**src/hdl/tsd_pkg.sv**
```systemverilog
// ---------------------------------------------------------------------------
// TLV stream decoder package
// Types and constants shared by the parser, the result queue and the top.
// ---------------------------------------------------------------------------
package tsd_pkg;

  typedef enum logic [2:0] {
    PH_TAG   = 3'd0,
    PH_LEN0  = 3'd1,
    PH_LEN1  = 3'd2,
    PH_LEN2A = 3'd3,
    PH_LEN2B = 3'd4,
    PH_VALUE = 3'd5,
    PH_SKIP  = 3'd6
  } phase_e;

  typedef enum logic [1:0] {
    KIND_HEADER = 2'd0,
    KIND_VALUE  = 2'd1,
    KIND_ERROR  = 2'd2
  } kind_e;

  typedef enum logic [1:0] {
    ERR_FORM   = 2'd0,
    ERR_HEADER = 2'd1,
    ERR_VALUE  = 2'd2
  } err_e;

  // First length byte values.
  localparam logic [7:0] LenLongFlag = 8'h80;
  localparam logic [7:0] LenOneByte  = 8'h81;
  localparam logic [7:0] LenTwoByte  = 8'h82;

  typedef struct packed {
    kind_e       kind;
    logic [7:0]  tag_value;
    logic [15:0] value_length;
    logic [7:0]  out_byte;
    err_e        error_code;
    logic        final_result;
  } result_t;

  // What the parser hands to the result queue for one byte.
  typedef struct packed {
    logic [1:0] count;
    result_t    first;
    result_t    second;
  } parse_out_t;

endpackage

```
**src/hdl/tsd_parser.sv**
```systemverilog
// ---------------------------------------------------------------------------
// TLV stream decoder parser
// Holds the element phase and decodes one byte into up to two results.
// ---------------------------------------------------------------------------
module tsd_parser (
  input  logic                 clk_i,
  input  logic                 rst_ni,
  input  logic                 take_i,
  input  logic [7:0]           in_byte_i,
  input  logic                 buffer_end_i,
  output tsd_pkg::parse_out_t  parse_o
);

  tsd_pkg::phase_e phase_q, phase_d;
  logic [7:0]      held_tag_q, held_tag_d;
  logic [7:0]      length_high_q, length_high_d;
  logic [15:0]     remaining_q, remaining_d;

  function automatic tsd_pkg::result_t mk_header(logic [7:0] tag, logic [15:0] len,
                                                 logic fin);
    tsd_pkg::result_t r;
    r = '0;
    r.kind         = tsd_pkg::KIND_HEADER;
    r.tag_value    = tag;
    r.value_length = len;
    r.final_result = fin;
    return r;
  endfunction

  function automatic tsd_pkg::result_t mk_value(logic [7:0] b, logic fin);
    tsd_pkg::result_t r;
    r = '0;
    r.kind         = tsd_pkg::KIND_VALUE;
    r.out_byte     = b;
    r.final_result = fin;
    return r;
  endfunction

  function automatic tsd_pkg::result_t mk_error(tsd_pkg::err_e code);
    tsd_pkg::result_t r;
    r = '0;
    r.kind         = tsd_pkg::KIND_ERROR;
    r.error_code   = code;
    r.final_result = 1'b1;
    return r;
  endfunction

  logic [15:0] hdr_len;
  logic        hdr_now;
  logic [15:0] rem_dec;

  always_comb begin
    phase_d       = phase_q;
    held_tag_d    = held_tag_q;
    length_high_d = length_high_q;
    remaining_d   = remaining_q;
    parse_o       = '0;
    hdr_now       = 1'b0;
    hdr_len       = '0;
    rem_dec       = remaining_q - 16'd1;

    case (phase_q)
      tsd_pkg::PH_TAG: begin
        held_tag_d = in_byte_i;
        if (buffer_end_i) begin
          parse_o.count = 2'd1;
          parse_o.first = mk_error(tsd_pkg::ERR_HEADER);
        end else begin
          phase_d = tsd_pkg::PH_LEN0;
        end
      end
      tsd_pkg::PH_LEN0: begin
        if (in_byte_i < tsd_pkg::LenLongFlag) begin
          hdr_now = 1'b1;
          hdr_len = {8'd0, in_byte_i};
        end else if (in_byte_i == tsd_pkg::LenOneByte ||
                     in_byte_i == tsd_pkg::LenTwoByte) begin
          if (buffer_end_i) begin
            parse_o.count = 2'd1;
            parse_o.first = mk_error(tsd_pkg::ERR_HEADER);
            phase_d       = tsd_pkg::PH_TAG;
          end else if (in_byte_i == tsd_pkg::LenOneByte) begin
            phase_d = tsd_pkg::PH_LEN1;
          end else begin
            phase_d = tsd_pkg::PH_LEN2A;
          end
        end else begin
          parse_o.count = 2'd1;
          parse_o.first = mk_error(tsd_pkg::ERR_FORM);
          phase_d       = buffer_end_i ? tsd_pkg::PH_TAG : tsd_pkg::PH_SKIP;
        end
      end
      tsd_pkg::PH_LEN1: begin
        hdr_now = 1'b1;
        hdr_len = {8'd0, in_byte_i};
      end
      tsd_pkg::PH_LEN2A: begin
        length_high_d = in_byte_i;
        if (buffer_end_i) begin
          parse_o.count = 2'd1;
          parse_o.first = mk_error(tsd_pkg::ERR_HEADER);
          phase_d       = tsd_pkg::PH_TAG;
        end else begin
          phase_d = tsd_pkg::PH_LEN2B;
        end
      end
      tsd_pkg::PH_LEN2B: begin
        hdr_now = 1'b1;
        hdr_len = {length_high_q, in_byte_i};
      end
      tsd_pkg::PH_VALUE: begin
        remaining_d = rem_dec;
        if (rem_dec == 16'd0) begin
          parse_o.count = 2'd1;
          parse_o.first = mk_value(in_byte_i, 1'b1);
          phase_d       = buffer_end_i ? tsd_pkg::PH_TAG : tsd_pkg::PH_SKIP;
        end else if (buffer_end_i) begin
          parse_o.count  = 2'd2;
          parse_o.first  = mk_value(in_byte_i, 1'b0);
          parse_o.second = mk_error(tsd_pkg::ERR_VALUE);
          remaining_d    = '0;
          phase_d        = tsd_pkg::PH_TAG;
        end else begin
          parse_o.count = 2'd1;
          parse_o.first = mk_value(in_byte_i, 1'b0);
        end
      end
      default: begin
        phase_d = buffer_end_i ? tsd_pkg::PH_TAG : tsd_pkg::PH_SKIP;
      end
    endcase

    // The length is complete: header, then either nothing, the value, or an error.
    if (hdr_now) begin
      remaining_d = '0;
      if (hdr_len == 16'd0) begin
        parse_o.count = 2'd1;
        parse_o.first = mk_header(held_tag_q, 16'd0, 1'b1);
        phase_d       = buffer_end_i ? tsd_pkg::PH_TAG : tsd_pkg::PH_SKIP;
      end else if (buffer_end_i) begin
        parse_o.count  = 2'd2;
        parse_o.first  = mk_header(held_tag_q, hdr_len, 1'b0);
        parse_o.second = mk_error(tsd_pkg::ERR_VALUE);
        phase_d        = tsd_pkg::PH_TAG;
      end else begin
        parse_o.count = 2'd1;
        parse_o.first = mk_header(held_tag_q, hdr_len, 1'b0);
        remaining_d   = hdr_len;
        phase_d       = tsd_pkg::PH_VALUE;
      end
    end
  end

  always_ff @(posedge clk_i or negedge rst_ni) begin
    if (!rst_ni) begin
      phase_q       <= tsd_pkg::PH_TAG;
      held_tag_q    <= '0;
      length_high_q <= '0;
      remaining_q   <= '0;
    end else if (take_i) begin
      phase_q       <= phase_d;
      held_tag_q    <= held_tag_d;
      length_high_q <= length_high_d;
      remaining_q   <= remaining_d;
    end
  end

endmodule

```
**src/hdl/tsd_result_queue.sv**
```systemverilog
// ---------------------------------------------------------------------------
// TLV stream decoder result queue
// Four-entry register queue; takes up to two results a cycle, gives one while out_ready_i is high.
// ---------------------------------------------------------------------------
module tsd_result_queue (
  input  logic                 clk_i,
  input  logic                 rst_ni,
  input  logic                 push_i,
  input  tsd_pkg::parse_out_t  parse_i,
  output logic                 room_o,
  output logic                 out_valid_o,
  input  logic                 out_ready_i,
  output tsd_pkg::result_t     head_o
);

  tsd_pkg::result_t entry_q [4];
  logic [1:0] wr_ptr_q, wr_ptr_d;
  logic [1:0] rd_ptr_q, rd_ptr_d;
  logic [2:0] count_q, count_d;
  logic       pop;
  logic [1:0] n_push;

  assign out_valid_o = (count_q != 3'd0);
  assign head_o      = entry_q[rd_ptr_q];
  assign pop         = out_valid_o && out_ready_i;
  // Room for the worst case of two results from the next byte.
  assign room_o      = (count_q <= 3'd2);
  assign n_push      = push_i ? parse_i.count : 2'd0;

  always_comb begin
    wr_ptr_d = wr_ptr_q + n_push;
    rd_ptr_d = rd_ptr_q + {1'b0, pop};
    count_d  = count_q + {1'b0, n_push} - {2'b00, pop};
  end

  always_ff @(posedge clk_i) begin
    if (n_push != 2'd0) begin
      entry_q[wr_ptr_q] <= parse_i.first;
    end
    if (n_push == 2'd2) begin
      entry_q[wr_ptr_q + 2'd1] <= parse_i.second;
    end
  end

  always_ff @(posedge clk_i or negedge rst_ni) begin
    if (!rst_ni) begin
      wr_ptr_q <= '0;
      rd_ptr_q <= '0;
      count_q  <= '0;
    end else begin
      wr_ptr_q <= wr_ptr_d;
      rd_ptr_q <= rd_ptr_d;
      count_q  <= count_d;
    end
  end

endmodule

```
**src/hdl/tlv_stream_decoder.sv**
```systemverilog
// ---------------------------------------------------------------------------
// TLV stream decoder
// Decodes one-byte-tag BER-TLV elements from a byte stream into header,
// value byte and error words.
// ---------------------------------------------------------------------------
//
//   channel | direction | handshake              | word
//   --------+-----------+------------------------+------------------------------
//   in      | sink      | in_valid_i/in_ready_o  | in_byte_i, buffer_end_i
//   out     | source    | out_valid_o/out_ready_i| kind, tag, length, byte,
//           |           |                        | error code, final flag
//
// One input word is taken per cycle while in_ready_o is high. Each word produces
// zero, one or two result words, written into a four-entry result queue at the
// edge that takes the word; the first result is on the output in the next cycle
// if the queue was empty. The queue drains one word per cycle while out_ready_i
// is high, so two-result words (a header or value byte followed by a truncation
// error) fill two entries. in_ready_o drops while the queue holds three or more
// words, so an output stall backs up into the input after at most four pending
// results. rst_ni clears the parse phase and empties the queue asynchronously.
//
// The parser keeps the phase of the current element (tag, length bytes,
// value, skip to end of buffer) and the value byte count. Each accepted word
// walks the phase by one step through short logic. A word
// marked buffer_end always returns the phase to expecting a tag.
module tlv_stream_decoder (
  input  logic        clk_i,
  input  logic        rst_ni,
  input  logic        in_valid_i,
  output logic        in_ready_o,
  input  logic [7:0]  in_byte_i,
  input  logic        buffer_end_i,
  output logic        out_valid_o,
  input  logic        out_ready_i,
  output logic [1:0]  kind_o,
  output logic [7:0]  tag_value_o,
  output logic [15:0] value_length_o,
  output logic [7:0]  out_byte_o,
  output logic [1:0]  error_code_o,
  output logic        final_result_o
);

  tsd_pkg::parse_out_t parse;
  tsd_pkg::result_t    head;
  logic                take;

  // A valid word is taken when the queue can absorb the worst case of two results.
  assign take = in_valid_i && in_ready_o;

  tsd_parser u_parser (
    .clk_i        (clk_i),
    .rst_ni       (rst_ni),
    .take_i       (take),
    .in_byte_i    (in_byte_i),
    .buffer_end_i (buffer_end_i),
    .parse_o      (parse)
  );

  tsd_result_queue u_queue (
    .clk_i       (clk_i),
    .rst_ni      (rst_ni),
    .push_i      (take),
    .parse_i     (parse),
    .room_o      (in_ready_o),
    .out_valid_o (out_valid_o),
    .out_ready_i (out_ready_i),
    .head_o      (head)
  );

  // Unused fields of each word are zero, as built by the parser.
  assign kind_o         = head.kind;
  assign tag_value_o    = head.tag_value;
  assign value_length_o = head.value_length;
  assign out_byte_o     = head.out_byte;
  assign error_code_o   = head.error_code;
  assign final_result_o = head.final_result;

endmodule

```
**config.mk**
```make
export PLATFORM = sky130hd
export DESIGN_NAME = tlv_stream_decoder
export DESIGN_NICKNAME = d
export VERILOG_FILES = /design/src/hdl/tsd_pkg.sv /design/src/hdl/tsd_parser.sv /design/src/hdl/tsd_result_queue.sv /design/src/hdl/tlv_stream_decoder.sv
export SDC_FILE = /design/constraint.sdc
export NUM_CORES = 1
export LEC_CHECK = 0
export ABC_AREA = 1
export BUFFER_PORTS_ARGS = -buffer_cell sky130_fd_sc_hd__buf_2
export CAP_MARGIN = 10
export CORE_ASPECT_RATIO = 1.5
export CORE_MARGIN = 4
export CORE_UTILIZATION = 49
export CTS_CLUSTER_SIZE = 40
export DETAILED_ROUTE_END_ITERATION = 10
export PLACE_DENSITY = 0.66
export SLEW_MARGIN = 20
export SYNTH_ARGS = -nofsm -noshare
export SYNTH_HDL_FRONTEND = slang
export SYNTH_SLANG_ARGS = --single-unit
export TNS_END_PERCENT = 30
```
**constraint.sdc**
```tcl
create_clock -name clk_i -period 3.5 [get_ports clk_i]
set_clock_uncertainty 0.15 [all_clocks]
set_input_delay 0.7 -clock clk_i [delete_from_list [all_inputs] [get_ports clk_i]]
set_output_delay 0.7 -clock clk_i [all_outputs]
set_load 0.02 [all_outputs]
```
==> qor.yml <==
drive_gt1_frac: 0.1260
yosysWarnings: 0
netlist_instances: 1289
post-route-drc-count: 0
route.met3.wl_mm: 1.721
worst_path_dominant_cell_family: "flip-flops"
cts_made_buffers: 17
power.density_cell_area_mw_per_mm2: 987.5
cts_resized: 0
maximum_number_of_pins_on_one_net_before_global_route_repair: 76
clkSinkCount: 190
crit_path_end_kind: "output port"
post-layout-total-power_w: 0.01029
htree_levels: 4
fmax_ghz: 0.3256
hold_class: "in2async"
path_cells: "buf_4 -> o21ai_0 -> o22ai_1 -> buf_2"
met2_length_mm: 14.23
relative_slew_margins: 0.3794
regToRegStartpoint: "u_parser.phase_q[0]$_DFFE_PN0P_"
synth_adder_area_share: 0.01156
post_synth.cell_area_avg_um2: 7.220
worst_r2r_endpoint: "u_queue.count_q[2]$_DFF_PN0_"
drt_total_wl_mm: 28.31
regToRegSetupSlack_ns: 0.44
diodes: 0
timing.final.hold_violations: 0
routed.top_layer: "met4"
synth-xor-area-share: 0.005647
dieWidth_um: 120.5
detail_route.first_pass.iterations: 5
tightestPinTransition_ns: 0.9275
cp_slowest_stage_delay_ns: 0.68
yosysTopAreaCellShare: 0.2926
critical_path.startpoint_type: "flop"
vias_per_cell: 5.676
number_of_global_route_vias_before_repair: 8557
clock_tree.buffer_depth: 2
reg2regPathDepth: 14
dp_hpwl_mm: 19.08
post-route-min-period_ns: 3.071
wl_per_cell_um: 17.86
top_reg_cell_synth: "sky130_fd_sc_hd__dfxtp_1"
synth_compound_gate_area_share: 0.1043
worst-path-buf-inv: 2
cts_tree: "yes"
core_area_mm2: 0.01862
io_buffer_count: 51
synth-simple-area-share: 0.3543
postSynthNetCount: 1310
synth_top_family_by_area: "simple AND/OR/NAND/NOR gates"
netlist.top_cell.by_area: "sky130_fd_sc_hd__dfxtp_1"
synth.top_cells.by_area: "sky130_fd_sc_hd__dfxtp_1 29%, sky130_fd_sc_hd__nand3_1 17%, sky130_fd_sc_hd__dfrtp_1 11%"
worstSetupPathType: "reg2out"
synth_seq_area_share: 0.4442
antenna_found_initial: 0
critical-path-slowest-cell: "sky130_fd_sc_hd__dfrtp_1"
synth_mux_area_frac: 0
initialDrtViolationCount: 854
worstPathMaxFanout: 24
row_count: 61
arrival_ns: 2.22
grt_setup_unrepaired: "false"
synth-edff-count: 12
gr_util_all_layers: 0.2706
irDropWorstVdd_uv: 488.4
nNetsFinal: 1341
wirelength_met1_mm: 11.53
global_route_wire_length_before_repair_mm: 45.66
timing.setup.tns_ns: 0
die_h_um: 176.8
post-cts-setup-buffer-count: 0
number_of_routed_nets_with_antenna_violations: 0
asyncSetResetFlopFracSynth: 0.2211
result_of_the_run: "completed"
path_clk_slew_ns: 0.07
ys_seq_elements: 190
holdBufCountCts: 0
area_delta_synth_final_pct: 11.94
num-fill-cells: 1906
worst_ep_required_time_ns: 2.65
ioPinCount: 52
gp_congestion: 0.9919
die_area_mm2: 0.02131
floorplan.initialDensity: 0.4997
dr_total_vias: 8997
cellLeakagePower_nw: 5.078
syn-cell-area_mm2: 0.009306
period_share: 0.8775
timing_max_transition_violations_final: 0
post_synth_num_cell_types: 34
cts-root-buf: "sky130_fd_sc_hd__clkbuf_16"
cap_viol_max_count: 0
clk-insertion-delay-late_ns: 0.44
setup_viol: 0
global_route_overflow: 0
-- cells in the mapped netlist, types with 12 or more instances --
library cell,count
sky130_fd_sc_hd__o22ai_1,37
sky130_fd_sc_hd__nor2_1,151
sky130_fd_sc_hd__edfxtp_1,12
sky130_fd_sc_hd__nand3_1,313
sky130_fd_sc_hd__dfrtp_1,42
sky130_fd_sc_hd__inv_1,65
sky130_fd_sc_hd__buf_2,22
sky130_fd_sc_hd__dfxtp_1,136
sky130_fd_sc_hd__clkbuf_1,48
sky130_fd_sc_hd__o21ai_0,97
sky130_fd_sc_hd__a21oi_1,25
sky130_fd_sc_hd__nand2_1,248
-- sequential cells by signal, summed over array words and instances, names as in the netlist --
signal,cells
u_queue.entry_q,148
u_parser.remaining_q,16
u_parser.held_tag_q,8
u_parser.length_high_q,8
u_parser.phase_q,3
u_queue.count_q,3
u_queue.rd_ptr_q,2
u_queue.wr_ptr_q,2
-- cells in the final DEF (no fill, tap or decap), types with 8 or more instances in the layout --
master / n
sky130_fd_sc_hd__buf_4: 45
sky130_fd_sc_hd__nand2_1: 248
sky130_fd_sc_hd__o21ai_0: 97
sky130_fd_sc_hd__nand3_1: 313
sky130_fd_sc_hd__edfxtp_1: 12
sky130_fd_sc_hd__dfrtp_1: 41
sky130_fd_sc_hd__nor2_2: 13
sky130_fd_sc_hd__inv_1: 64
sky130_fd_sc_hd__inv_2: 8
sky130_fd_sc_hd__a22oi_1: 11
sky130_fd_sc_hd__buf_2: 51
sky130_fd_sc_hd__nor2_1: 148
sky130_fd_sc_hd__dfxtp_1: 136
sky130_fd_sc_hd__a21oi_1: 25
sky130_fd_sc_hd__o22ai_1: 37
sky130_fd_sc_hd__clkbuf_16: 17
-- cell type report --
class | count | area [um2] | area share
Timing Repair Buffer | 102 | 713.2 | 0.06846
Sequential cell | 190 | 4135 | 0.3969
Multi-Input combinational cell | 936 | 4436 | 0.4258
Clock inverter | 13 | 101.3 | 0.009729
Inverter | 73 | 274.0 | 0.02630
Tap cell | 252 | 315.3 | 0.03027
Clock buffer | 19 | 442.9 | 0.04252
-- metal layers --
metal / vias to the layer above / track usage
li1: 4383 / -
met1: 4247 / 0.3435
met2: 308 / 0.4595
met3: 59 / 0.04381
met4: 0 / 0.1073
met5: - / 0
-- logic make-up after synthesis --
kind of cell | after synthesis
adder cells (fa/ha/maj) | 8
AND/OR/NAND/NOR | 745
AO/OA/AOI/OAI | 177
buffers and inverters | 163
XOR/XNOR | 6
flip-flops | 190
-- per-stage QoR --
stage	instance area, um2	util	hold WS, ns	cells	setup slack [ns]
detailed placement	9873	0.5302	0.3025	1553	0.2806
floorplan	9306	-	0.2544	1289	0.7393
CTS	10420	0.5594	0.1849	1585	0.4158
global route	10420	0.5594	0.2079	1585	0.09585
finish	10420	0.5594	0.1755	1585	0.4286
global placement	9873	0.5302	0.2974	1553	0.3028
-- worst max path at each step --
stage / from / end / slack (ns) / depth (start not counted)
after global placement: in_byte_i[2] / u_queue.entry_q[3][36]$_DFFE_PP_ / 0.30 / 16
after detailed placement: in_byte_i[2] / u_queue.entry_q[3][0]$_DFFE_PP_ / 0.28 / 16
final: u_queue.rd_ptr_q[1]$_DFF_PN0_ / value_length_o[5] / 0.43 / 4
after global routing: u_parser.remaining_q[0]$_DFFE_PN0P_ / u_queue.entry_q[1][3]$_SDFFE_PP0P_ / 0.1 / 17
after CTS: u_queue.rd_ptr_q[1]$_DFF_PN0_ / value_length_o[6] / 0.42 / 4
after floorplan: u_parser.remaining_q[0]$_DFFE_PN0P_ / u_queue.count_q[2]$_DFF_PN0_ / 0.74 / 17
-- where the power goes --
| part | total (W) | switching, W | internal (W) |
|---|---|---|---|
| logic | 0.00506 | 0.00353 | 0.00153 |
| clock network | 0.00184 | 0.000894 | 0.000944 |
| registers | 0.00339 | 0.000449 | 0.00294 |
(Power assumes the default switching activity.)
